**src/hdl/bb3_pkg.sv**
```systemverilog
package bb3_pkg;

  localparam int MAX_WIDTH  = 1024;
  localparam int MAX_HEIGHT = 4096;

  // register and field widths
  localparam int WREG_W = 11;
  localparam int HREG_W = 13;
  localparam int DATA_W = 32;
  localparam int ADDR_W = 3;
  localparam int CH_W   = 8;
  localparam int PIX_W  = 3 * CH_W;

  // counters: the input row runs one past the frame while draining
  localparam int COL_W  = $clog2(MAX_WIDTH);
  localparam int IROW_W = $clog2(MAX_HEIGHT + 2);
  localparam int OROW_W = $clog2(MAX_HEIGHT);
  localparam int UW_W   = $clog2(MAX_WIDTH + 1);
  localparam int UH_W   = $clog2(MAX_HEIGHT + 1);

  // neighborhood arithmetic
  localparam int RSUM_W      = CH_W + 2;
  localparam int SUM_W       = CH_W + 4;
  localparam int NUM_W       = SUM_W + 1;
  localparam int CNT_W       = 4;
  localparam int RECIP_SHIFT = 18;
  localparam int RECIP_W     = 18;
  localparam int PROD_W      = NUM_W + RECIP_W;

  // register index (paddr bit 2)
  localparam logic REG_WIDTH  = 1'b0;
  localparam logic REG_HEIGHT = 1'b1;

  // color channel select
  localparam logic [1:0] CH_RED   = 2'd0;
  localparam logic [1:0] CH_GREEN = 2'd1;
  localparam logic [1:0] CH_BLUE  = 2'd2;

  localparam logic CMD_DRAIN = 1'b1;

  typedef enum logic [2:0] {
    ST_IDLE,
    ST_SHIFT,
    ST_ROW,
    ST_TOTAL,
    ST_DIV_R,
    ST_DIV_G,
    ST_DIV_B,
    ST_OUT
  } state_t;

  typedef struct packed {
    logic [UW_W-1:0] used_width;
    logic [UH_W-1:0] used_height;
    logic            clear;
  } cfg_t;

  typedef struct packed {
    logic       accept;
    logic       shift;
    logic       row_sum;
    logic       total;
    logic       div_en;
    logic [1:0] div_ch;
    logic       load_out;
  } dp_cmd_t;

  typedef struct packed {
    logic skip;
    logic emit;
    logic out_busy;
  } dp_status_t;

  function automatic logic [UW_W-1:0] clamp_width(logic [WREG_W-1:0] v);
    logic [31:0] x;
    x = 32'(v);
    if (x == 32'd0) begin
      x = 32'd1;
    end else if (x > 32'(MAX_WIDTH)) begin
      x = 32'(MAX_WIDTH);
    end
    return UW_W'(x);
  endfunction

  function automatic logic [UH_W-1:0] clamp_height(logic [HREG_W-1:0] v);
    logic [31:0] x;
    x = 32'(v);
    if (x == 32'd0) begin
      x = 32'd1;
    end else if (x > 32'(MAX_HEIGHT)) begin
      x = 32'(MAX_HEIGHT);
    end
    return UH_W'(x);
  endfunction

  // ceil(2^18 / (2*count)); exact floor division for numerators below 2^13
  function automatic logic [RECIP_W-1:0] recip(logic [CNT_W-1:0] count);
    logic [RECIP_W-1:0] m;
    unique case (count)
      4'd1:    m = 18'd131072;
      4'd2:    m = 18'd65536;
      4'd3:    m = 18'd43691;
      4'd4:    m = 18'd32768;
      4'd5:    m = 18'd26215;
      4'd6:    m = 18'd21846;
      4'd7:    m = 18'd18725;
      4'd8:    m = 18'd16384;
      4'd9:    m = 18'd14564;
      default: m = '0;
    endcase
    return m;
  endfunction

endpackage

```
**src/hdl/bb3_cfg.sv**
```systemverilog
module bb3_cfg (
  input  logic                        clk,
  input  logic                        rst,
  input  logic                        psel,
  input  logic                        penable,
  input  logic                        pwrite,
  input  logic [bb3_pkg::ADDR_W-1:0]  paddr,
  input  logic [bb3_pkg::DATA_W-1:0]  pwdata,
  output logic [bb3_pkg::DATA_W-1:0]  prdata,
  output logic                        pready,
  output bb3_pkg::cfg_t               cfg
);

  logic [bb3_pkg::WREG_W-1:0] image_width;
  logic [bb3_pkg::HREG_W-1:0] image_height;
  logic                       wr;

  assign pready = 1'b1;
  assign wr     = psel && penable && pwrite;

  always_ff @(posedge clk) begin
    if (rst) begin
      image_width  <= bb3_pkg::WREG_W'(640);
      image_height <= bb3_pkg::HREG_W'(480);
    end else if (wr) begin
      if (paddr[2] == bb3_pkg::REG_WIDTH) begin
        image_width <= pwdata[bb3_pkg::WREG_W-1:0];
      end else begin
        image_height <= pwdata[bb3_pkg::HREG_W-1:0];
      end
    end
  end

  always_comb begin
    if (paddr[2] == bb3_pkg::REG_WIDTH) begin
      prdata = bb3_pkg::DATA_W'(image_width);
    end else begin
      prdata = bb3_pkg::DATA_W'(image_height);
    end
  end

  assign cfg.used_width  = bb3_pkg::clamp_width(image_width);
  assign cfg.used_height = bb3_pkg::clamp_height(image_height);
  assign cfg.clear       = wr;

endmodule

```
**config.mk**
```make
export PLATFORM = sky130hd
export DESIGN_NAME = bb3_cfg
export DESIGN_NICKNAME = d
export VERILOG_FILES = /design/src/hdl/bb3_pkg.sv /design/src/hdl/bb3_cfg.sv
export SDC_FILE = /design/constraint.sdc
export NUM_CORES = 1
export LEC_CHECK = 0
export BUFFER_PORTS_ARGS = -buffer_cell sky130_fd_sc_hd__buf_2
export CAP_MARGIN = 20
export CORE_MARGIN = 4
export CORE_UTILIZATION = 44
export CTS_BUF_LIST = sky130_fd_sc_hd__clkbuf_4 sky130_fd_sc_hd__clkbuf_8
export DETAILED_ROUTE_END_ITERATION = 8
export PLACE_DENSITY_LB_ADDON = 0.12
export SLEW_MARGIN = 20
export SYNTH_ARGS = -nofsm -noshare
export SYNTH_HDL_FRONTEND = slang
export SYNTH_SLANG_ARGS = --single-unit
```
**constraint.sdc**
```tcl
create_clock -name clk -period 1.34 [get_ports clk]
set_clock_uncertainty 0.1 [all_clocks]
set_input_delay 0.201 -clock clk [delete_from_list [all_inputs] [get_ports clk]]
set_output_delay 0.201 -clock clk [all_outputs]
set_load 0.01 [all_outputs]
```
======== Word level (Yosys, flattened, before mapping) ========
Cells that the tools add are included.
W data, S select, Z words.
word-level totals
  register bits ........................... 24
  output and inout port bits .............. 58
operators by class
  $lt $le $gt $ge ......................... 2
  bitwise logic cells ..................... 1
  muxes and demuxes ....................... 5
  reductions and logical operators ........ 6
operators with widths
  kind                    number
  $mux W13                3
  $mux W11                2
  $gt A13 B13 Y1 const B  1
  $logic_not A13 Y1       1
  $gt A11 B11 Y1 const B  1
  $logic_not A11 Y1       1
  $reduce_and A2 Y1       2
  $logic_and A1 B1 Y1     2
  $not A1 Y1              1

======== Logic depth before layout (Yosys ltp) ========
Gate-level depths: netlist of the first run.
  depth after elaboration ................. 3
  gate-level depth with buffers ........... 4
  depth with buffers taken out ............ 2

======== Least setup slack after synthesis of the first run ========
Ideal clock, no wire load.
  path type ............................... flip-flop to output port
  start point ............................. register image_width[10] in the netlist's numbering
  end point ............................... output prdata[10] in the netlist's numbering
  data required time ...................... 1.039 ns
  setup slack ............................. 0.050 ns
  stages on the path, launching flop included .. 4
  data arrival time ....................... 0.989 ns
  buffers on the path ..................... 1
  path through ............................ dfxtp_1 > clkbuf_1 > inv_1 > o21ai_0
between the ends
  longest elaborated chain between the ends .. 1
ends and longest elaborated chain
  element                 line           source
  from (decl)             bb3_cfg.sv:14  logic [bb3_pkg::WREG_W-1:0] image_width;
  from (signal assigned)  bb3_cfg.sv:23  image_width <= bb3_pkg::WREG_W'(640);
  from (signal assigned)  bb3_cfg.sv:27  image_width <= pwdata[bb3_pkg::WREG_W-1:0];
  $mux W13                bb3_cfg.sv:35  if (paddr[2] == bb3_pkg::REG_WIDTH) begin
  to (decl)               bb3_cfg.sv:9   output logic [bb3_pkg::DATA_W-1:0] prdata,
No other way between the ends.

==> run metrics, run 1 <==
die width=67.43 um; worst r2r dst=image_width[10]; vias per inst=4.742; num ports=98; Pint=1.059 mW; Area after DPL=1813 um^2; sequential area share after synthesis=0.3092; CTS Buf Count=3; via count of the first global-routing pass=1291; die span in y=67.43 um; Hold/Removal Path Class=in -> reg; GPL Wtd Cong=0.7689; Buf+Inv Stages, Crit Path=1; fmax=607.6 MHz; FF/Latch Area=529.3 um^2; Yosys warnings=0; initial drt markers=39; period utilization=1.228; Vias=1342; post-layout util=0.6894; half-perimeter wire length after placement=2746 um; fin nets=278; power share of the clock group=0.260; Antenna Cells=0; #FFs+latches synth=24; R2R Path Start=image_width[10]; Post-Route WL=4177 um; GRT Total Usage=0.1780; Worst-path clk slew=0.13 ns; FF-to-FF setup slack=0.37 ns; Cell Rows=21; P_sw=384.4 uW; PwrDens=622.5 nW/um^2; Hold Startpoint=pwdata[6]; Hold Path End=image_width[6]; CTS tree=built; Sequential Power Share=0.512; Core ar.=3363 um^2; family with the most delay on the worst path=flip-flops; Worst-Skew Late Latency=0.31 ns; DR pass1 iterations=5; Final Hold Violating Endpoints=0; Net Sw Frac=0.2664; post-synthesis area per instance=8.983 um^2; Finished Cell Area=2318 um^2; crit path kind=reg -> out; Static Leakage=1.120 nW; multi-input logic area=1062 um^2; initial antenna violation count=0; Port Buf Inserts=56; most frequent cells in the layout=36 x buf_2, 30 x nand2b_1, 28 x buf_6, 24 x mux2i_1, 20 x conb_1; Mapped Cells=173; CP Max Fanout=4; worst-case reg-to-reg path depth=4; CP Data Arrival Time=1.34 ns; slowest CP cell=dfxtp_2; CP Launch Type=register; Max-Cap Viols=0; root buffer cell=clkbuf_4; synthesized area=1554 um^2; CP cell instances=nor4_4 -> a32o_2 -> buf_2; most common cell after layout, fill and taps aside=buf_2; drt drc=0; Num Clock Sinks=24; post-route minimum period=1.646 ns; die area=4547 um^2; RSZ-0062 raised after global routing=true; post-route setup slack=-0.3058 ns; Hold Worst Slack=0.03041 ns; first-pass GRT wire length=6113 um; Worst path max stage delay=0.37 ns; Yosys cell types=22; largest net degree at the start of global routing=42; Pins Over Slew Limit=0; Hold Path Depth=3; Required @ worst endpoint=1.04 ns; setup violators final=35; Comb power frac=0.228; fraction of layout instances using a drive strength above 1=0.5570; CP Capture Type=output port; post-route antenna net violation count=0; # fillers=272; grt ovf=0; Initial Util=0.4621; per-cell routed wire length=14.76 um; Max clock buf depth=2; failing checks=negative setup slack; Area Overhead vs Synth=49.19%; Peak VDD IR=0.7578 mV; htree depth=1; status=finished with violations
==> synthesized netlist by cell type <==
| cell | instances | area, um^2 |
|---|---|---|
| buf_6 | 3 | 33.78 |
| nand4_1 | 1 | 6.260 |
| buf_2 | 1 | 5.000 |
| conb_1 | 2 | 7.510 |
| nand2_1 | 1 | 3.750 |
| nand2b_1 | 30 | 187.7 |
| dfxtp_1 | 24 | 480.5 |
| nor4_1 | 5 | 31.28 |
| nor2_1 | 12 | 45.04 |
| mux2_2 | 10 | 112.6 |
| nand4b_2 | 1 | 15.01 |
| o21ai_0 | 1 | 5.000 |
| a32o_1 | 2 | 20.02 |
| and4_4 | 1 | 11.26 |
| nor2b_1 | 20 | 125.1 |
| and4b_1 | 1 | 10.01 |
| and2_1 | 2 | 12.51 |
| mux2i_1 | 24 | 240.2 |
| buf_4 | 21 | 157.7 |
| and3_1 | 1 | 6.260 |
| inv_1 | 2 | 7.510 |
| clkbuf_1 | 8 | 30.03 |
==> cells by family (layout without fill, tap and decap cells) <==
| logic type | after synthesis | count (layout) | synth area share |
|---|---|---|---|
| compound gates | 3 | 3 | 0.01610 |
| buf+inv | 35 | 81 | 0.1506 |
| flops | 24 | 24 | 0.3092 |
| mux | 34 | 34 | 0.2271 |
| other cells | 2 | 20 | 0.004833 |
| simple gates | 75 | 75 | 0.2923 |
==> power by group through the flow <==
stage / logic, mW / registers [mW] / clock network [mW]
final: 0.329 / 0.739 / 0.376
after global routing: 0.357 / 0.741 / 0.427
after CTS: 0.283 / 0.747 / 0.390
after detailed placement: 0.251 / 0.760 / 0
after global placement: 0.247 / 0.759 / 0
after floorplan: 0.204 / 0.756 / 0
==> worst reg2reg max path: cells and delay by family, from the launching register on <==
kind                   cells  cell delay, ns
muxes                      1            0.11
buffers and inverters      2            0.26
DFF                        1            0.39
and+or+nand+nor            1            0.05
==> timing repair <==
| item | CTS | global route |
|---|---|---|
| endpoints found under the setup margin | 36 | 35 |
| hold buffers | 0 | 1 |
| gates resized for setup | 53 | 47 |
| buffers inserted | 1 | 8 |
| hold endpoints to repair | 0 | 1 |
| pin swaps | 6 | 2 |
==> through the flow <==
step	instances	setup WS [ns]	total power, mW	TNS, ns
2_1_floorplan	191	0.04961	0.9602	0
3_3_place_gp	269	-0.04680	1.006	-0.4487
3_5_place_dp	269	-0.06461	1.011	-0.7981
4_1_cts	274	-0.2800	1.420	-2.762
5_1_grt	283	-0.3762	1.526	-5.899
6_report	283	-0.3058	1.443	-3.959
==> per-layer routing <==
metal  vias up  part of all wire  global-route usage  wire length [um]
met3         4             0.067             0.04992               281
li1        658                 -                   -                 -
met1       628              0.41              0.2139              1726
met2        52              0.51              0.3178              2116
met4         0             0.012             0.03038                52
met5         -                 0                   0                 0
==> worst max-delay path by stage <==
stage                          start          endpoint  slack [ns]  depth (start not counted)
finish              image_height[11]            cfg[1]       -0.31                          3
floorplan            image_width[10]        prdata[10]        0.05                          3
global placement            paddr[2]  image_height[12]       -0.05                          3
global route        image_height[11]            cfg[1]       -0.38                          3
detailed placement          paddr[2]    image_width[1]       -0.06                          3
CTS                 image_height[11]            cfg[1]       -0.28                          3
==> sequential cells by signal (all words and copies together), names as in the netlist <==
signal	cells
image_height	13
image_width	11
==> layout make-up <==
type,instances,area share
Tap cell,46,0.02482
Clock buffer,4,0.01565
Multi-Input combinational cell,132,0.4582
Sequential cell,24,0.2283
Timing Repair Buffer,75,0.2698
Inverter,2,0.003238
Note: power is estimated with default switching activity, not from simulation.
==> run 2: changes to the inputs <==
--- a/config.mk
+++ b/config.mk
@@ -7,7 +7,7 @@
 export LEC_CHECK = 0
 export BUFFER_PORTS_ARGS = -buffer_cell sky130_fd_sc_hd__buf_2
 export CAP_MARGIN = 20
-export CORE_MARGIN = 4
+export CORE_MARGIN = 1
 export CORE_UTILIZATION = 44
 export CTS_BUF_LIST = sky130_fd_sc_hd__clkbuf_4 sky130_fd_sc_hd__clkbuf_8
 export DETAILED_ROUTE_END_ITERATION = 8
==> constraint.sdc (replaced) <==
create_clock -name clk -period 1.34 [get_ports clk]
set_clock_uncertainty 0.1 [all_clocks]
set_input_delay 0.268 -clock clk [delete_from_list [all_inputs] [get_ports clk]]
set_output_delay 0.268 -clock clk [all_outputs]
set_load 0.01 [all_outputs]
==> run 2 against run 1 <==
  * The flow still finishes with violations (negative setup slack)
  * Sequential power rose by 0.5%
  * Power fell by 3.8%
  * Final area fell by 5.5%
  * Wire length fell by 9.3%
  * Largest power group unchanged
==> run metrics, run 2 (synthesis gave the netlist of run 1 again) <==
Top reg by flops=image_height; die area=3774 um^2; fmax=601.6 MHz; first-pass GRT wire length=5692 um; CP Data Arrival Time=1.29 ns; CTS tree=built; Area Overhead vs Synth=40.98%; vias per inst=4.785; GPL Wtd Cong=0.7159; Worst path max stage delay=0.35 ns; drt drc=0; grt ovf=0; die width=61.43 um; Num Clock Sinks=24; CP Max Fanout=2; slowest CP cell=dfxtp_2; Area after DPL=1873 um^2; Placed Cells=277; Final Hold Violating Endpoints=0; num ports=98; crit path kind=reg -> out; Max-Cap Viols=0; post-route setup slack=-0.3222 ns; family with the most delay on the worst path=flip-flops; Vias=1359; post-route minimum period=1.662 ns; Static Leakage=1.072 nW; CTS hold repair buffers=0; Post-Route WL=3787 um; root buffer cell=clkbuf_4; largest registers=image_height (13), image_width (11); Required @ worst endpoint=0.97 ns; most common cell after layout, fill and taps aside=buf_2; CTS Buf Count=3; Port Buf Inserts=56; via count of the first global-routing pass=1183; pre-CTS setup slack=-0.1514 ns; per-cell routed wire length=13.33 um; Worst-Skew Late Latency=0.31 ns; PwrDens=633.6 nW/um^2; Worst-path clk slew=0.14 ns; die span in y=61.43 um; fin nets=280; Buf+Inv Stages, Crit Path=1; max reg flops=13; DR pass1 iterations=4; Core ar.=3363 um^2; initial drt markers=38; htree depth=1; half-perimeter wire length after placement=2611 um; CP Capture Type=output port; Hold/Removal Path Class=in -> reg; Cell Rows=21; fraction of layout instances using a drive strength above 1=0.4958; CP Launch Type=register; largest net degree at the start of global routing=42; Pins Over Slew Limit=0; GRT Total Usage=0.2087; post-route antenna net violation count=0; Antenna Cells=0; period utilization=1.240; CP cell instances=nor4_1 -> a32o_2 -> buf_6; Max clock buf depth=2; RSZ-0062 raised after global routing=true; Initial Util=0.4621; initial antenna violation count=0; Finished Cell Area=2191 um^2; setup violators final=37; post-route insts no fill=284; most frequent cells in the layout=41 x buf_2, 30 x nand2b_1, 29 x buf_6, 24 x mux2i_1, 20 x conb_1; failing checks=negative setup slack; status=finished with violations; Peak VDD IR=0.3244 mV
[run 2: cell type report]
class	count	area [um^2]
well taps	46	57.56
multi-input cells	132	994.7
inverters	2	7.507
repair buffers	77	596.8
fillers	292	1172
clock buffers	3	22.52
flip-flops and latches	24	511.7
[run 2: layer usage]
metal	vias to the layer above	share of wire	global-route usage
li1	664	-	-
met1	645	0.45	0.2693
met2	48	0.50	0.3618
met3	2	0.039	0.02731
met4	0	0.0058	0.06667
met5	-	0	0
[run 2: worst min-delay path: cells and delay by family]
family / cells / cell delay [ns]
buffers and inverters: 1 / 0.10
and+or+nand+nor: 1 / 0.06
muxes: 1 / 0.06
[run 2: final timing paths]
check	slack, ns	startpoint	end	depth (start not counted)
worst max-delay path	-0.32	image_height[12]	cfg[1]	3
worst min-delay path	0.09	pwdata[11]	image_height[11]	3
worst max register to register	0.28	image_width[10]	image_width[10]	4
worst min register to register	0.40	image_width[0]	image_width[0]	2
[run 2: what timing repair did]
item / in CTS / in global routing
endpoints found under the setup margin: 37 / 37
hold endpoints to repair: 0 / 0
pin swaps: 4 / 4
setup buffers: 4 / 0
gates resized for setup: 62 / 10
[run 2: where the power goes]
part	switching [mW]	internal, mW
combinational	0.150	0.162
clock	0.228	0.105
sequential	0.0163	0.727
total	0.394	0.994
[run 2: stage by stage]
step / hold slack (ns) / utilization / setup TNS [ns] / power [mW]
CTS: 0.09246 / 0.6399 / -6.730 / 1.392
floorplan: 0.3233 / - / 0 / 0.9604
detailed placement: 0.3939 / 0.5569 / -3.372 / 1.017
global placement: 0.3894 / 0.5569 / -2.670 / 1.012
finish: 0.08793 / 0.6514 / -6.594 / 1.388
global route: 0.09118 / 0.6514 / -8.460 / 1.458
