`config.mk`:
```
export PLATFORM = sky130hd
export DESIGN_NAME = bb3_ctrl
export DESIGN_NICKNAME = d
export VERILOG_FILES = /design/src/hdl/bb3_pkg.sv /design/src/hdl/bb3_ctrl.sv
export SDC_FILE = /design/constraint.sdc
export NUM_CORES = 1
export LEC_CHECK = 0
export BUFFER_PORTS_ARGS = -buffer_cell sky130_fd_sc_hd__buf_2
export CAP_MARGIN = 30
export CORE_AREA = 5 5 42 44
export CTS_CLUSTER_DIAMETER = 60
export CTS_CLUSTER_SIZE = 30
export DETAILED_ROUTE_END_ITERATION = 10
export DIE_AREA = 0 0 47 49
export GPL_ROUTABILITY_DRIVEN = 1
export PLACE_DENSITY = 0.44
export SKIP_LAST_GASP = 1
export SYNTH_ARGS = -nofsm -noshare
export SYNTH_HDL_FRONTEND = slang
export SYNTH_SLANG_ARGS = --single-unit
```
`constraint.sdc`:
```
create_clock -name clk -period 1 [get_ports clk]
set_input_delay 0.05 -clock clk [delete_from_list [all_inputs] [get_ports clk]]
set_output_delay 0.05 -clock clk [all_outputs]
set_load 0.005 [all_outputs]
```
`src/hdl/bb3_pkg.sv`:
```
package bb3_pkg;

  localparam int MAX_WIDTH  = 1024;
  localparam int MAX_HEIGHT = 4096;

  // register and field widths
  localparam int WREG_W = 11;
  localparam int HREG_W = 13;
  localparam int DATA_W = 32;
  localparam int ADDR_W = 3;
  localparam int CH_W   = 8;
  localparam int PIX_W  = 3 * CH_W;

  // counters: the input row runs one past the frame while draining
  localparam int COL_W  = $clog2(MAX_WIDTH);
  localparam int IROW_W = $clog2(MAX_HEIGHT + 2);
  localparam int OROW_W = $clog2(MAX_HEIGHT);
  localparam int UW_W   = $clog2(MAX_WIDTH + 1);
  localparam int UH_W   = $clog2(MAX_HEIGHT + 1);

  // neighborhood arithmetic
  localparam int RSUM_W      = CH_W + 2;
  localparam int SUM_W       = CH_W + 4;
  localparam int NUM_W       = SUM_W + 1;
  localparam int CNT_W       = 4;
  localparam int RECIP_SHIFT = 18;
  localparam int RECIP_W     = 18;
  localparam int PROD_W      = NUM_W + RECIP_W;

  // register index (paddr bit 2)
  localparam logic REG_WIDTH  = 1'b0;
  localparam logic REG_HEIGHT = 1'b1;

  // color channel select
  localparam logic [1:0] CH_RED   = 2'd0;
  localparam logic [1:0] CH_GREEN = 2'd1;
  localparam logic [1:0] CH_BLUE  = 2'd2;

  localparam logic CMD_DRAIN = 1'b1;

  typedef enum logic [2:0] {
    ST_IDLE,
    ST_SHIFT,
    ST_ROW,
    ST_TOTAL,
    ST_DIV_R,
    ST_DIV_G,
    ST_DIV_B,
    ST_OUT
  } state_t;

  typedef struct packed {
    logic [UW_W-1:0] used_width;
    logic [UH_W-1:0] used_height;
    logic            clear;
  } cfg_t;

  typedef struct packed {
    logic       accept;
    logic       shift;
    logic       row_sum;
    logic       total;
    logic       div_en;
    logic [1:0] div_ch;
    logic       load_out;
  } dp_cmd_t;

  typedef struct packed {
    logic skip;
    logic emit;
    logic out_busy;
  } dp_status_t;

  function automatic logic [UW_W-1:0] clamp_width(logic [WREG_W-1:0] v);
    logic [31:0] x;
    x = 32'(v);
    if (x == 32'd0) begin
      x = 32'd1;
    end else if (x > 32'(MAX_WIDTH)) begin
      x = 32'(MAX_WIDTH);
    end
    return UW_W'(x);
  endfunction

  function automatic logic [UH_W-1:0] clamp_height(logic [HREG_W-1:0] v);
    logic [31:0] x;
    x = 32'(v);
    if (x == 32'd0) begin
      x = 32'd1;
    end else if (x > 32'(MAX_HEIGHT)) begin
      x = 32'(MAX_HEIGHT);
    end
    return UH_W'(x);
  endfunction

  // ceil(2^18 / (2*count)); exact floor division for numerators below 2^13
  function automatic logic [RECIP_W-1:0] recip(logic [CNT_W-1:0] count);
    logic [RECIP_W-1:0] m;
    unique case (count)
      4'd1:    m = 18'd131072;
      4'd2:    m = 18'd65536;
      4'd3:    m = 18'd43691;
      4'd4:    m = 18'd32768;
      4'd5:    m = 18'd26215;
      4'd6:    m = 18'd21846;
      4'd7:    m = 18'd18725;
      4'd8:    m = 18'd16384;
      4'd9:    m = 18'd14564;
      default: m = '0;
    endcase
    return m;
  endfunction

endpackage

```
`src/hdl/bb3_ctrl.sv`:
```
module bb3_ctrl (
  input  logic                clk,
  input  logic                rst,
  input  logic                in_valid,
  output logic                in_ready,
  input  bb3_pkg::dp_status_t status,
  output bb3_pkg::dp_cmd_t    cmd
);

  bb3_pkg::state_t state, state_next;

  always_ff @(posedge clk) begin
    if (rst) begin
      state <= bb3_pkg::ST_IDLE;
    end else begin
      state <= state_next;
    end
  end

  always_comb begin
    state_next = state;
    unique case (state)
      bb3_pkg::ST_IDLE: begin
        if (in_valid && !status.skip) begin
          state_next = bb3_pkg::ST_SHIFT;
        end
      end
      bb3_pkg::ST_SHIFT: begin
        state_next = status.emit ? bb3_pkg::ST_ROW : bb3_pkg::ST_IDLE;
      end
      bb3_pkg::ST_ROW:   state_next = bb3_pkg::ST_TOTAL;
      bb3_pkg::ST_TOTAL: state_next = bb3_pkg::ST_DIV_R;
      bb3_pkg::ST_DIV_R: state_next = bb3_pkg::ST_DIV_G;
      bb3_pkg::ST_DIV_G: state_next = bb3_pkg::ST_DIV_B;
      bb3_pkg::ST_DIV_B: state_next = bb3_pkg::ST_OUT;
      bb3_pkg::ST_OUT: begin
        if (!status.out_busy) begin
          state_next = bb3_pkg::ST_IDLE;
        end
      end
      default: state_next = bb3_pkg::ST_IDLE;
    endcase
  end

  always_comb begin
    in_ready = 1'b0;
    cmd      = '0;
    unique case (state)
      bb3_pkg::ST_IDLE: begin
        in_ready   = 1'b1;
        cmd.accept = in_valid && !status.skip;
      end
      bb3_pkg::ST_SHIFT: cmd.shift   = 1'b1;
      bb3_pkg::ST_ROW:   cmd.row_sum = 1'b1;
      bb3_pkg::ST_TOTAL: cmd.total   = 1'b1;
      bb3_pkg::ST_DIV_R: begin
        cmd.div_en = 1'b1;
        cmd.div_ch = bb3_pkg::CH_RED;
      end
      bb3_pkg::ST_DIV_G: begin
        cmd.div_en = 1'b1;
        cmd.div_ch = bb3_pkg::CH_GREEN;
      end
      bb3_pkg::ST_DIV_B: begin
        cmd.div_en = 1'b1;
        cmd.div_ch = bb3_pkg::CH_BLUE;
      end
      bb3_pkg::ST_OUT: cmd.load_out = !status.out_busy;
      default: cmd = '0;
    endcase
  end

endmodule

```
==> Yosys cells after proc, flatten, opt, wreduce, memory -nomap -nowiden <==
Cells that the tools add are included.
{ "op_classes": {"order_cmp": 0, "addsub": 0, "n_eq_ne": 9, "n_reduce_logical": 5, "bitwise_logic": 0, "shifts": 0, "n_mul": 0, "muxes": 11, "n_div": 0} }
{ "op_table": {"columns": ["op", "n"], "rows": [
  ["case mux 3 bit (8 select lines)", 1],
  ["equality test 3 bit (second input constant)", 4],
  ["case mux 3 bit (3 select lines)", 1],
  ["equality test 3 x 2 -> 1 bit (second input constant)", 2],
  ["2-to-1 mux 1 bit", 6],
  ["2-to-1 mux 3 bit", 2],
  ["inequality test 2 bit (second input constant)", 2],
  ["equality test 3 x 1 -> 1 bit (second input constant)", 1],
  ["logical NOT 3 bit", 1],
  ["logical NOT 1 bit", 2],
  ["2-to-1 mux 2 bit", 1],
  ["AND reduction 2 bit", 1],
  ["logical AND 1 bit", 1]
]} }
{ "word_totals": {"n_memories": 0, "word_cells": 26, "in_bits": 6, "out_inout_bits": 9, "register_bits": 3, "rom_bits": 0, "ram_bits": 0, "latchBits": 0} }

==> Longest topological paths before layout <==
Gate-level depths: netlist of the first run.
{ "logic_depth": {"depth_word": 4, "mapped_depth": 4} }

==> Least setup slack after synthesis of the first run <==
Ideal clock, no wire load.
{ "synth_timing": {"path_kind": "reg-to-reg", "start": "register state[0]", "end": "register state[1]", "arrival_ps": 750, "path_buffers": 1, "setup_time_ps": 117, "stages_incl_launch_ff": 5, "slack_ps": 133, "required_time_ps": 883, "cell_sequence": "dfxtp_1 -> buf_6 -> a21bo_1 -> nand2_2 -> a21oi_2"} }
{ "synth_between": {"elab_chain_cells": 3, "elab_cells_between_ends": 12} }
{ "synth_lines": {"columns": ["element", "line", "rtl"], "rows": [
  ["start: declaration", "bb3_ctrl.sv:10", "bb3_pkg::state_t state, state_next;"],
  ["start signal: assignment", "bb3_ctrl.sv:14", "state <= bb3_pkg::ST_IDLE;"],
  ["start signal: assignment", "bb3_ctrl.sv:16", "state <= state_next;"],
  ["equality test 3 bit or logical NOT 3 bit (tied branches)", "bb3_ctrl.sv:22", "unique case (state)"],
  ["inequality test 2 bit (no source line)", null, null],
  ["AND reduction 2 bit (no source line)", null, null]
]} }
Parallel ways exist; a longest one is shown, timed or not.
A chain may end at the register's enable or synchronous reset.

==> results.yml, run 1 <==
run_status:
  outcome: "finished, violations left"
  violations: "negative setup slack"
layout:
  areaGrowthSynthToFinish_pct: 50.8
  drive_gt1_share_pct: 74.4
  final_cell_mix: "buf_2, clkbuf_4, dfxtp_4"
  largest_register_ffs: 3
  top_register: "state"
  num_antenna_cells: 0
  final_common_cell: "buf_2"
  num-fill-cells: 166
  nNetsFinal: 50
  fin_area_um2: 375
  fin_cells: 59
  reg_top3: "state x3"
synth:
  synth_area_leaders: "dfxtp_1, buf_6, a21oi_2, nor3b_1, nor2b_4"
  synth.top_cell.area_share_pct: 24.1
  synth_cell_type_count: 20
  ys_ff_latch: 3
  seq_area_frac_synth_pct: 24.1
  syn_inst: 26
  yosysWarnings: 0
  syn-num-nets: 32
  syn_avg_cell_area_um2: 9.58
  syn-cell-area_um2: 249
  yosys.area.top_type: "dfxtp_1"
grt:
  grt_max_degree: 11
  antenna_found_initial: 0
  grt_pass1_vias: 245
  grt_pass1_wl_um: 1080
  grt.total_usage_pct: 6.41
  grt.overflow.total: 0
sta:
  finalCritPeriodShare_pct: 106
  period_needed_ns: 1.06
  hold_viol_final: 0
  fin_skew_ns: 0.00332
  setup_viol: 5
  fmax_mhz: 941
  relSlewSlack_pct: 86.5
  tightest_slew_ns: 0.201
  final.setup.worst_slack_ns: -0.0632
  rsz0062_at_grt: "yes"
  slew_viol_final: 0
power_and_ir_drop:
  p_per_area_nw_per_um2: 1110
  p_int_uw: 307
  p_clk_share_pct: 52.8
  power.leakage_nw: 0.188
  vdd_ir_drop_max_mv: 0.342
  p_switching_uw: 110
  p_sw_share_pct: 26.4
  p_seq_share_pct: 32.8
  combPwrFrac_pct: 14.4
drt:
  totalWireLength_um: 583
  vias: 241
  drt-initial-drc-count: 0
  post_drt_wl_per_cell_um: 9.88
  ant_nets: 0
  viasPerCell: 4.08
  drc: 0
  drt_first_pass_iters: 1
floorplanning:
  initial_utilization_pct: 17.8
  top_level_ports: 15
  core-area_um2: 1400
  die_area_um2: 2300
  die_h_um: 49
  die_x_um: 47
  num_rows: 14
worst_setup_path:
  end_kind: "output port"
  crit_fanout: 10
  cp.required_ns: 0.95
  worstPathArrival_ns: 1.01
  start_kind: "flip-flop"
  path_class: "flip-flop to output port"
cts:
  cts.clk_slew.worst_paths_ns: 0.04
  cts_num_sinks: 3
  clkLatencyLatePin_ns: 0.23
  cts_max_level: 1
  cts_made_buffers: 3
  clockRootBuffer: "clkbuf_4"
  cts_tree: "built"
  clk_path_buf_depth: 2
placement:
  place_congestion: 0.629
  numPortBuffers: 14
  post-dp-hpwl_um: 424
  dp_cells: 54
  pre_cts_slack_ns: -0.0370
  dpl-instance-area_um2: 313
hold_path:
  hp-class: "primary input to flip-flop"
flow_run:
  maxCapViolCount: 0
## power by group through the flow
stage          combinational [mW]  clock [mW]  sequential (mW)
2_1_floorplan              0.0520           0            0.129
3_3_place_gp               0.0574           0            0.143
3_5_place_dp               0.0574           0            0.142
4_1_cts                    0.0601       0.227            0.136
5_1_grt                    0.0673       0.245            0.139
6_report                   0.0601       0.220            0.136
## through the flow
step | hold slack, ns | TNS, ns | power [mW] | util, %
6_report | 0.0121 | -0.221 | 0.417 | 26.8
5_1_grt | 0.00572 | -0.708 | 0.451 | 26.8
4_1_cts | 0.00724 | -0.276 | 0.423 | 26.0
3_5_place_dp | 0.259 | -0.0801 | 0.200 | 22.3
3_3_place_gp | 0.259 | -0.0660 | 0.200 | 22.3
2_1_floorplan | 0.112 | 0 | 0.181 | -
## per-layer routing
layer	up-vias	track usage (%)	routed length, µm	part of all wire [%]
li1	124	-	-	-
met1	110	8.15	248	43
met2	7	8.82	300	51
met3	0	1.11	34	5.8
met4	0	5.53	0	0
met5	-	0	0	0
## cell usage after synthesis, drive strengths merged
cell type	instances
a211oi	1
a21bo	1
a21o	1
a21oi	3
and2	1
buf	3
dfxtp	3
inv	1
nand2	2
nand2b	1
nor2	1
nor2b	1
nor3	2
nor3b	3
nor4	1
o21ai	1
## final cells by class
cell class                      count  area (µm²)  share of cell area [%]
Sequential cell                     3        71.3                    19.0
Multi-Input combinational cell     19         163                    43.3
Tap cell                           16        20.0                    5.33
Clock buffer                        4        26.3                    7.00
Inverter                            1        6.26                    1.67
Timing Repair Buffer               16        88.8                    23.7
## cells by family after synthesis
group	count (synthesis)	synth area share, %
and+or+nand+nor	12	38.7
AOI/OAI and AO/OA	7	21.1
buffers and inverters	4	16.1
DFF	3	24.1
## path summary, 6_finish.rpt
| path | from | endpoint | slack (ns) | cells after the start |
|---|---|---|---|---|
| worst min-delay path | rst | state[1] | 0.01 | 2 |
| worst min register to register | state[1] | state[1] | 0.55 | 2 |
| worst max register to register | state[2] | state[1] | 0.08 | 4 |
| worst max-delay path | state[0] | cmd[1] | -0.06 | 3 |
## critical path, cell delays in order (launching register included)
cell,delay (ns)
dfxtp_4,0.40
nor2b_4,0.16
and2_1,0.12
buf_2,0.10
## repair_timing
item	4_1_cts	5_1_grt
setup buffers	1	0
gates resized for setup	7	3
hold buffers	0	0
pin swaps	1	1
endpoints found under the setup margin	11	9
Power figures use the tool's default switching activity.
==> run 2: changes to the inputs <==
Settings changed: REMOVE_ABC_BUFFERS set to 1.
==> run 2 against run 1 <==
The run still ends with negative setup slack left. Clock power fell by 6%. Sequential cell count did not move. Total power rose by 1.1%. Fmax fell by 2.2%. Register-to-register slack got worse by 0.04 ns.
==> results.yml, run 2 (same netlist as run 1, synthesis figures left out) <==
worst_setup_path:
  worstPathArrival_ns: 1.04
  path_class: "flip-flop to output port"
  end_kind: "output port"
  cp.required_ns: 0.95
  start_kind: "flip-flop"
  crit_fanout: 9
layout:
  drive_gt1_share_pct: 82.2
  num_antenna_cells: 0
  top_register: "state"
  fin_area_um2: 422
  reg_top3: "state x3"
  areaGrowthSynthToFinish_pct: 69.3
  fin_cells: 61
  final_common_cell: "buf_2"
  final_cell_mix: "buf_2, nor3b_2, clkbuf_4, buf_4, dfxtp_4"
  nNetsFinal: 52
  largest_register_ffs: 3
  final_util_pct: 30.1
cts:
  cts_tree: "built"
  cts.clk_slew.worst_paths_ns: 0.03
  clk_path_buf_depth: 2
  clockRootBuffer: "clkbuf_4"
  cts_num_sinks: 3
  cts_made_buffers: 3
  cts_max_level: 1
  ctsHoldBuffers: 0
  clkLatencyLatePin_ns: 0.23
hold_path:
  hp-class: "primary input to flip-flop"
floorplanning:
  die_h_um: 49
  num_rows: 14
  top_level_ports: 15
  die_x_um: 47
  core-area_um2: 1400
  die_area_um2: 2300
  initial_utilization_pct: 17.8
sta:
  period_needed_ns: 1.09
  hold_viol_final: 0
  final.setup.worst_slack_ns: -0.0865
  fin_hold_ws_ns: 0.0124
  fmax_mhz: 920
  fin_skew_ns: 0.00137
  rsz0062_at_grt: "yes"
  tightest_slew_ns: 0.186
  setup_viol: 5
  fin_setup_tns_ns: -0.268
  relSlewSlack_pct: 87.5
  slew_viol_final: 0
  finalCritPeriodShare_pct: 109
power_and_ir_drop:
  p_int_uw: 315
  p_seq_share_pct: 32.5
  power.total_uw: 421
  p_per_area_nw_per_um2: 998
  combPwrFrac_pct: 18.4
  p_sw_share_pct: 25.1
  power.leakage_nw: 0.207
  p_clk_share_pct: 49.2
  vdd_ir_drop_max_mv: 0.255
  p_switching_uw: 106
grt:
  antenna_found_initial: 0
  grt_max_degree: 10
  grt_pass1_wl_um: 1170
  grt_pass1_vias: 303
  busiest_layer: "met2"
  met3_usage_pct: 1.11
  use_met2_pct: 9.28
  met1_usage_pct: 8.52
  grt.overflow.total: 0
  grt.total_usage_pct: 6.89
drt:
  drc: 0
  post_drt_wl_per_cell_um: 11.0
  ant_nets: 0
  totalWireLength_um: 674
  drt-initial-drc-count: 0
  vias: 255
  viasPerCell: 4.18
  drt_first_pass_iters: 1
placement:
  place_congestion: 0.699
  numPortBuffers: 14
  dp_cells: 55
  dpl-instance-area_um2: 320
  post-dp-hpwl_um: 482
  pre_cts_slack_ns: 0.00366
run_status:
  outcome: "finished, violations left"
  violations: "negative setup slack"
flow_run:
  maxCapViolCount: 0
==> run 2: layout make-up <==
cell class	count	area [µm²]
Sequential cell	3	71.3
Inverter	1	8.76
Multi-Input combinational cell	19	185
Tap cell	16	20.0
Timing Repair Buffer	18	110
Clock buffer	4	26.3
Fill cell	162	980
==> run 2: worst paths after layout <==
| kind | from | slack [ns] | cells after the start | endpoint |
|---|---|---|---|---|
| worst max register to register | state[2] | 0.04 | 4 | state[1] |
| worst min register to register | state[0] | 0.56 | 2 | state[2] |
| worst max-delay path | state[1] | -0.09 | 2 | cmd[7] |
| worst min-delay path | rst | 0.01 | 2 | state[1] |
==> run 2: what timing repair did <==
action | 4_1_cts | 5_1_grt
endpoints found under the setup margin | 10 | 9
resized for setup | 9 | 7
setup buffers | 1 | 1
pin swaps | 4 | 1
==> run 2: layer usage <==
layer,wire length (µm),up-vias
li1,-,128
met1,270,114
met2,320,13
met3,84,0
met4,0,0
met5,0,-
==> run 2: power groups by stage <==
stage               logic [mW]  clock network, mW  registers (mW)
detailed placement      0.0660                  0           0.140
CTS                     0.0708              0.214           0.134
floorplan               0.0306                  0           0.139
finish                  0.0772              0.207           0.137
global route            0.0849              0.242           0.138
global placement        0.0658                  0           0.140
==> run 2: worst max-delay path: stages, from the launching register on <==
cell,delay (ns)
dfxtp_4,0.38
nor4_4,0.27
buf_2,0.15
